## src/sv/assert_macros.svh

```systemverilog
// -----------------------------------------------------------------------------
// Assertion macros
// Shared concurrent assertion wrappers for the strip energy blocks.
// -----------------------------------------------------------------------------
`ifndef ASSERT_MACROS_SVH
`define ASSERT_MACROS_SVH

// Check a property on every rising clock edge, held off while reset is low.
`define ESV_ASSERT(lbl, clk, rst_n, prop) \
	lbl: assert property (@(posedge clk) disable iff (!(rst_n)) (prop)) \
		else $error("assertion failed");

// Check a property on every rising clock edge, also during reset.
`define ESV_ASSERT_ALWAYS(lbl, clk, prop) \
	lbl: assert property (@(posedge clk) (prop)) \
		else $error("assertion failed");

`endif

```

## src/sv/esv_pkg.sv

```systemverilog
// -----------------------------------------------------------------------------
// esv_pkg
// Types, constants and codes shared by the strip energy sum blocks.
// -----------------------------------------------------------------------------
`default_nettype none

package esv_pkg;

	localparam int DETECTORS       = 4;
	localparam int STRIPS_PER_SIDE = 16;
	localparam int ADC_BITS        = 12;

	localparam int CHANNELS = DETECTORS * 2 * STRIPS_PER_SIDE;
	localparam int CH_W     = $clog2(CHANNELS);

	localparam int DET_W    = 2;
	localparam int STRIP_W  = 5;
	localparam int ADC_W    = 12;
	localparam int GAIN_W   = 18;
	localparam int OFFSET_W = 21;
	localparam int THR_W    = 19;
	localparam int LIMIT_W  = 22;
	localparam int ENABLE_W = 4;
	localparam int ENERGY_W = 22;
	localparam int SUM_W    = 26;
	localparam int COUNT_W  = 5;

	localparam int PROD_W = ADC_BITS + 1 + GAIN_W;
	localparam int E_W    = ((PROD_W - 8) > OFFSET_W ? (PROD_W - 8) : OFFSET_W) + 1;

	localparam int S_DATA_W   = 64;
	localparam int M_DATA_W   = 64;
	localparam int CFG_IDX_W  = 2;
	localparam int CFG_DATA_W = 22;

	localparam int QUEUE_DEPTH = 4;
	localparam int Q_PTR_W     = $clog2(QUEUE_DEPTH);
	localparam int Q_CNT_W     = $clog2(QUEUE_DEPTH + 1);

	localparam logic [THR_W-1:0]    THRESHOLD_RESET = THR_W'(3932);
	localparam logic [LIMIT_W-1:0]  LIMIT_RESET     = LIMIT_W'(524288);
	localparam logic [ENABLE_W-1:0] ENABLE_RESET    = ENABLE_W'(11);

	localparam logic [COUNT_W-1:0] VETO_COUNT = COUNT_W'(2);
	localparam logic [COUNT_W-1:0] COUNT_MAX  = '1;
	localparam logic [SUM_W-1:0]   SUM_MAX    = '1;
	localparam logic [SUM_W-1:0]   ENERGY_MAX = SUM_W'((2 ** ENERGY_W) - 1);

	typedef enum logic [CFG_IDX_W-1:0] {
		REG_THRESHOLD       = 2'd0,
		REG_UPPER_LIMIT     = 2'd1,
		REG_DETECTOR_ENABLE = 2'd2
	} cfg_reg_t;

	typedef enum logic {
		CMD_SAMPLE = 1'b0,
		CMD_LOAD   = 1'b1
	} cmd_t;

	typedef struct packed {
		logic [THR_W-1:0]    threshold;
		logic [LIMIT_W-1:0]  upper_limit;
		logic [ENABLE_W-1:0] enable;
	} cfg_t;

	typedef struct packed {
		cmd_t                       cmd;
		logic [DET_W-1:0]           det;
		logic [CH_W-1:0]            addr;
		logic                       back_side;
		logic                       accum;
		logic                       enabled;
		logic                       last;
		logic [ADC_BITS-1:0]        adc;
		logic signed [GAIN_W-1:0]   gain;
		logic signed [OFFSET_W-1:0] offset;
	} entry_t;

endpackage

`default_nettype wire

```

## src/sv/esv_fifo.sv

```systemverilog
// -----------------------------------------------------------------------------
// esv_fifo
// Short entry queue between the classify front and the calibrate back end.
// -----------------------------------------------------------------------------
`default_nettype none
`include "assert_macros.svh"

module esv_fifo (
	input  wire logic         clk,
	input  wire logic         arst_n,
	input  wire logic         push,
	input  wire esv_pkg::entry_t push_entry,
	input  wire logic         pop,
	output esv_pkg::entry_t   head,
	output logic              full,
	output logic              empty
);

	esv_pkg::entry_t                 slots_q [esv_pkg::QUEUE_DEPTH];
	logic [esv_pkg::Q_PTR_W-1:0]     wr_ptr_q;
	logic [esv_pkg::Q_PTR_W-1:0]     rd_ptr_q;
	logic [esv_pkg::Q_CNT_W-1:0]     count_q;

	function automatic logic [esv_pkg::Q_PTR_W-1:0] next_ptr(
		input logic [esv_pkg::Q_PTR_W-1:0] p
	);
		if (32'(p) == esv_pkg::QUEUE_DEPTH - 1) begin
			return '0;
		end
		return p + esv_pkg::Q_PTR_W'(1);
	endfunction

	assign full  = count_q == esv_pkg::Q_CNT_W'(esv_pkg::QUEUE_DEPTH);
	assign empty = count_q == '0;
	assign head  = slots_q[rd_ptr_q];

	always_ff @(posedge clk) begin
		if (push) begin
			slots_q[wr_ptr_q] <= push_entry;
		end
	end

	always_ff @(posedge clk or negedge arst_n) begin
		if (!arst_n) begin
			wr_ptr_q <= '0;
			rd_ptr_q <= '0;
			count_q  <= '0;
		end else begin
			if (push) begin
				wr_ptr_q <= next_ptr(wr_ptr_q);
			end
			if (pop) begin
				rd_ptr_q <= next_ptr(rd_ptr_q);
			end
			case ({push, pop})
				2'b10:   count_q <= count_q + esv_pkg::Q_CNT_W'(1);
				2'b01:   count_q <= count_q - esv_pkg::Q_CNT_W'(1);
				default: count_q <= count_q;
			endcase
		end
	end

	`ESV_ASSERT(a_no_overflow, clk, arst_n, push |-> !full)
	`ESV_ASSERT(a_no_underflow, clk, arst_n, pop |-> !empty)

endmodule

`default_nettype wire

```

## config.mk

```make
export PLATFORM = sky130hd
export DESIGN_NAME = esv_fifo
export DESIGN_NICKNAME = d
export VERILOG_FILES = /design/src/sv/esv_pkg.sv /design/src/sv/esv_fifo.sv
export VERILOG_INCLUDE_DIRS = /design/src /design/src/sv
export SDC_FILE = /design/constraint.sdc
export NUM_CORES = 1
export LEC_CHECK = 0
export ABC_AREA = 1
export BUFFER_PORTS_ARGS = -buffer_cell sky130_fd_sc_hd__buf_2
export CORE_UTILIZATION = 60
export DETAILED_ROUTE_END_ITERATION = 8
export PLACE_DENSITY = 0.79
export SYNTH_ARGS = -nofsm -noshare
export SYNTH_HDL_FRONTEND = slang
export SYNTH_SLANG_ARGS = --single-unit
```

## constraint.sdc

```tcl
create_clock -name clk -period 5.05 [get_ports clk]
set_input_delay 0.7575 -clock clk [delete_from_list [all_inputs] [get_ports clk]]
set_output_delay 0.7575 -clock clk [all_outputs]
set_load 0.01 [all_outputs]
```

## Word-level counts from Yosys, hierarchy flattened

Memories as Yosys holds them, arrays and structs flattened.
Cells that the tools add are included.

| cells by class | value |
|---|---|
| equal/unequal tests | 5 |
| mux-type cells | 11 |
| add/sub/neg operators | 4 |
| reduce and logical (&&, ||, !) cells | 2 |

Operator list:

| operator | number |
|---|---|
| $mux 2 | 4 |
| $eq 2x2->1 const B | 3 |
| $mux 1 | 6 |
| $pmux 3 s2 | 1 |
| $add 2x1->2 const B | 2 |
| $add 3x1->3 const B | 1 |
| $eq 3x3->1 const B | 1 |
| $logic_not 3->1 | 1 |
| $sub 3x1->3 const B | 1 |
| $eq 2x1->1 const B | 1 |
| $reduce_bool 2->1 | 1 |

| word-level totals | value |
|---|---|
| memories | 1 |
| word-level logic and storage cells | 26 |
| memory bits (writable) | 260 |
| output and inout port bits | 67 |
| register bits | 7 |
| input bits | 69 |

Memories:

| name | depth | width | rd ports | clocked after memory_dff | write ports | line | text |
|---|---|---|---|---|---|---|---|
| slots_q | 4 | 65 | 1 | 0 | 1 | esv_fifo.sv:19 | `esv_pkg::entry_t slots_q [esv_pkg::QUEUE_DEPTH];` |

## Logic depth before layout (Yosys ltp)

| logic depth | value |
|---|---|
| depth after elaboration | 4 |
| mapped depth | 10 |
| gate-level depth less buffers | 9 |

## Least setup slack after synthesis

OpenSTA, ideal clock, no wires.

| timing | value |
|---|---|
| kind | input port to flip-flop |
| start point | input port push |
| end point | memory slots_q[0][0] (netlist bit), enable pin |
| library setup time | 419 ps |
| cell stages on the path | 3 |
| data required time | 4,631 ps |
| buffers on the path | 1 |
| arrival time | 2,331 ps |
| slack | 2,299 ps |
| path through | clkbuf_1 nand2_1 inv_1 |

| on the way | value |
|---|---|
| cells in the longest elaborated chain, start to end | 2 |

RTL lines:

| element | line | text |
|---|---|---|
| start: declaration | esv_fifo.sv:11 | `input wire logic push,` |
| $mux 1 | esv_fifo.sv:38 | `if (push) begin` |
| $mux 1 (implied by the code) | esv_fifo.sv:39 | `slots_q[wr_ptr_q] <= push_entry;` |
| end: declaration | esv_fifo.sv:19 |  |

Every way passes these cells.

==> out/metrics.yaml <==
run_status:
  status: "finished, final reports clean"
sta:
  worst_pin_slew_ns: 1.10
  slew_violations: 0
  timing.final.crit_share_pct: 66.5
  maxSlewHeadroom_pct: 26.6
  clock_skew_ns: 0.00804
  setup_viol: 0
  hold_viol_final: 0
  fmaxAchievable_ghz: 0.298
  setup_ws_ns: 1.69
  fin_tns_setup_ns: 0
  grt_setup_unrepaired: "no"
  holdWs_ns: 0.0604
  min_period_ns: 3.36
route:
  ant_nets: 0
  viasPerCell: 5.22
  drtPass1Iterations: 4
  wire_per_inst_um: 15.7
  drcViolationCount: 0
  drt-initial-drc-count: 402
  wl_mm: 18.6
  vias: 6174
placed_design:
  place_congestion: 0.727
  io_buffers: 135
  dp_slack_ns: 2.21
  dp_hpwl_mm: 10.4
critical_path:
  cp.required_ns: 4.29
  r2r_setup_slack_ns: 2.73
  critPathArrivalTime_ns: 2.60
  critPathMaxFanout: 150
  worstSetupEndpointType: "output pin"
  setup.worst_path.end: "head[20]"
  start_kind: "flip-flop"
  cp-startpoint: "rd_ptr_q[0]"
  rr_worst_depth: 5
  regToRegStartpoint: "wr_ptr_q[1]"
  path_class: "flip-flop to output pin"
  rr_endpoint: "slots_q[1][20]"
yosys:
  synth_top_area_share_pct: 73.3
  synth-main-ff-cell: "edfxtp_1"
  synth-seq-cells: 267
  syn-cell-area_mm2: 0.0107
  synthArstFlopShare_pct: 2.62
  yosysMostFrequentCell: "edfxtp_1"
  seq_area_frac_synth_pct: 74.9
  yosysUniqueCellTypes: 18
  synth_commonest_cells: "260 x edfxtp_1, 208 x nand2_1, 144 x inv_1, 130 x o211ai_1, 30 x buf_2"
  synth-edff-count: 260
  synthCells: 812
  synthesis.nets: 888
  synth.area.top_cells: "edfxtp_1 73%, o211ai_1 9.2%, nand2_1 7.3%, inv_1 5.1%, dfrtp_1 1.6%"
  yosys.area.top_type: "edfxtp_1"
  yosys_warnings: 0
  syn_avg_cell_area_um2: 13.1
worst_hold_path:
  hold_path_class: "input port to asynchronous set/reset pin"
finish:
  drive_gt1_share_pct: 18.9
  final_nets: 1015
  area_growth_pct: 15.2
  diodes: 0
global_routing:
  groute.usage.overall_pct: 20.7
  first_global_vias: 5909
  antenna_found_initial: 2
  gr-total-overflow: 0
  grt_pass1_wl_mm: 28.7
  grt_max_degree: 151
floorplanning:
  die_area_mm2: 0.0183
  fp.coreArea_mm2: 0.0173
  die_h_um: 135
  ios: 136
  start_util_pct: 61.6
  fp-row-count: 48
  dieWidth_um: 135
cts:
  clock_sinks: 267
  clock_latency_ns: 0.51
  path_clk_slew_ns: 0.06
  postCtsResizedCells: 0
  cts_root_buffer: "clkbuf_16"
  cts_inserted_buffers: 26
  htree_levels: 1
  cts_tree: "built"
  clockBufferDepth: 3
  hold_buffers: 0
  postCtsSetupBuffers: 0
power:
  power_w: 0.00677
  p_per_area_mw_per_mm2: 551
  power.leakage_nw: 5.02
  ir_drop_mv: 0.395
job:
  max_cap_violations: 0
==> state kept, by name (all words and copies together) (netlist names) <==
name      cells
slots_q     260
rd_ptr_q      2
count_q       3
wr_ptr_q      2
==> logic make-up (layout without fill, tap and decap cells) <==
family,after synthesis,in the layout,synth area share [%]
buffers and inverters,188,333,7.12
flip-flops,267,267,74.9
XOR/XNOR,1,1,0.0822
adder cells (fa/ha/maj),7,7,0.892
AND/OR/NAND/NOR,214,214,7.60
AO/OA/AOI/OAI,135,135,9.39
==> layer usage <==
metal	GRT usage, %	vias to the layer above	part of all wire (%)
met1	24.3	2898	40
met4	6.18	4	1.6
met2	37.1	168	51
li1	-	3076	-
met5	0	-	0.12
met3	5.42	28	7.4
==> per-stage QoR <==
step	instances	util (%)	area, um^2
after floorplan	812	-	10700
after global placement	1136	66.3	11500
after detailed placement	1136	66.3	11500
after CTS	1182	71.0	12300
after global routing	1182	71.0	12300
final	1182	71.0	12300
==> layout make-up <==
class                           count  area, um^2
Sequential cell                   267        7980
Fill cell                        1141        5020
Multi-Input combinational cell    357        1910
Timing Repair Buffer              142         741
Clock buffer                       33         698
Inverter                          145         549
Tap cell                          225         282
Clock inverter                     13         110
==> worst min-delay path by stage <==
stage	startpoint	endpoint	slack (ns)	cells past startpoint
2_1_floorplan	arst_n	count_q[0]	0.46	0
3_3_place_gp	count_q[2]	count_q[2]	0.48	2
3_5_place_dp	count_q[2]	count_q[2]	0.48	2
4_1_cts	arst_n	count_q[1]	0.04	1
5_1_grt	arst_n	wr_ptr_q[0]	0.05	1
6_report	arst_n	wr_ptr_q[0]	0.06	1
==> power by group <==
group	internal, W	total [W]	leakage (nW)	switching [W]
Sequential	0.00285	0.00294	2.47	0.0000929
Combinational	0.000664	0.00202	2.16	0.00136
Clock	0.00107	0.00181	0.385	0.000737
Total	0.00458	0.00677	5.02	0.00219
==> layout by cell type (no fill, tap or decap), types with 5 or more instances in the layout <==
cell and count:
clkinv_1 8, inv_1 139, ha_1 6, dfrtp_1 6
edfxtp_1 260, buf_4 6, o21ai_0 5, inv_2 5
nand2_1 208, buf_2 135, o211ai_1 130, clkbuf_16 27
clkbuf_1 6
==> critical path, cell delays in order (launching register included) <==
cell and delay, ns:
dfrtp_1 0.45, inv_6 0.67, buf_12 0.45, nand2_1 0.10
o211ai_1 0.11, nand2_1 0.09, buf_2 0.15
(Power assumes the default switching activity.)
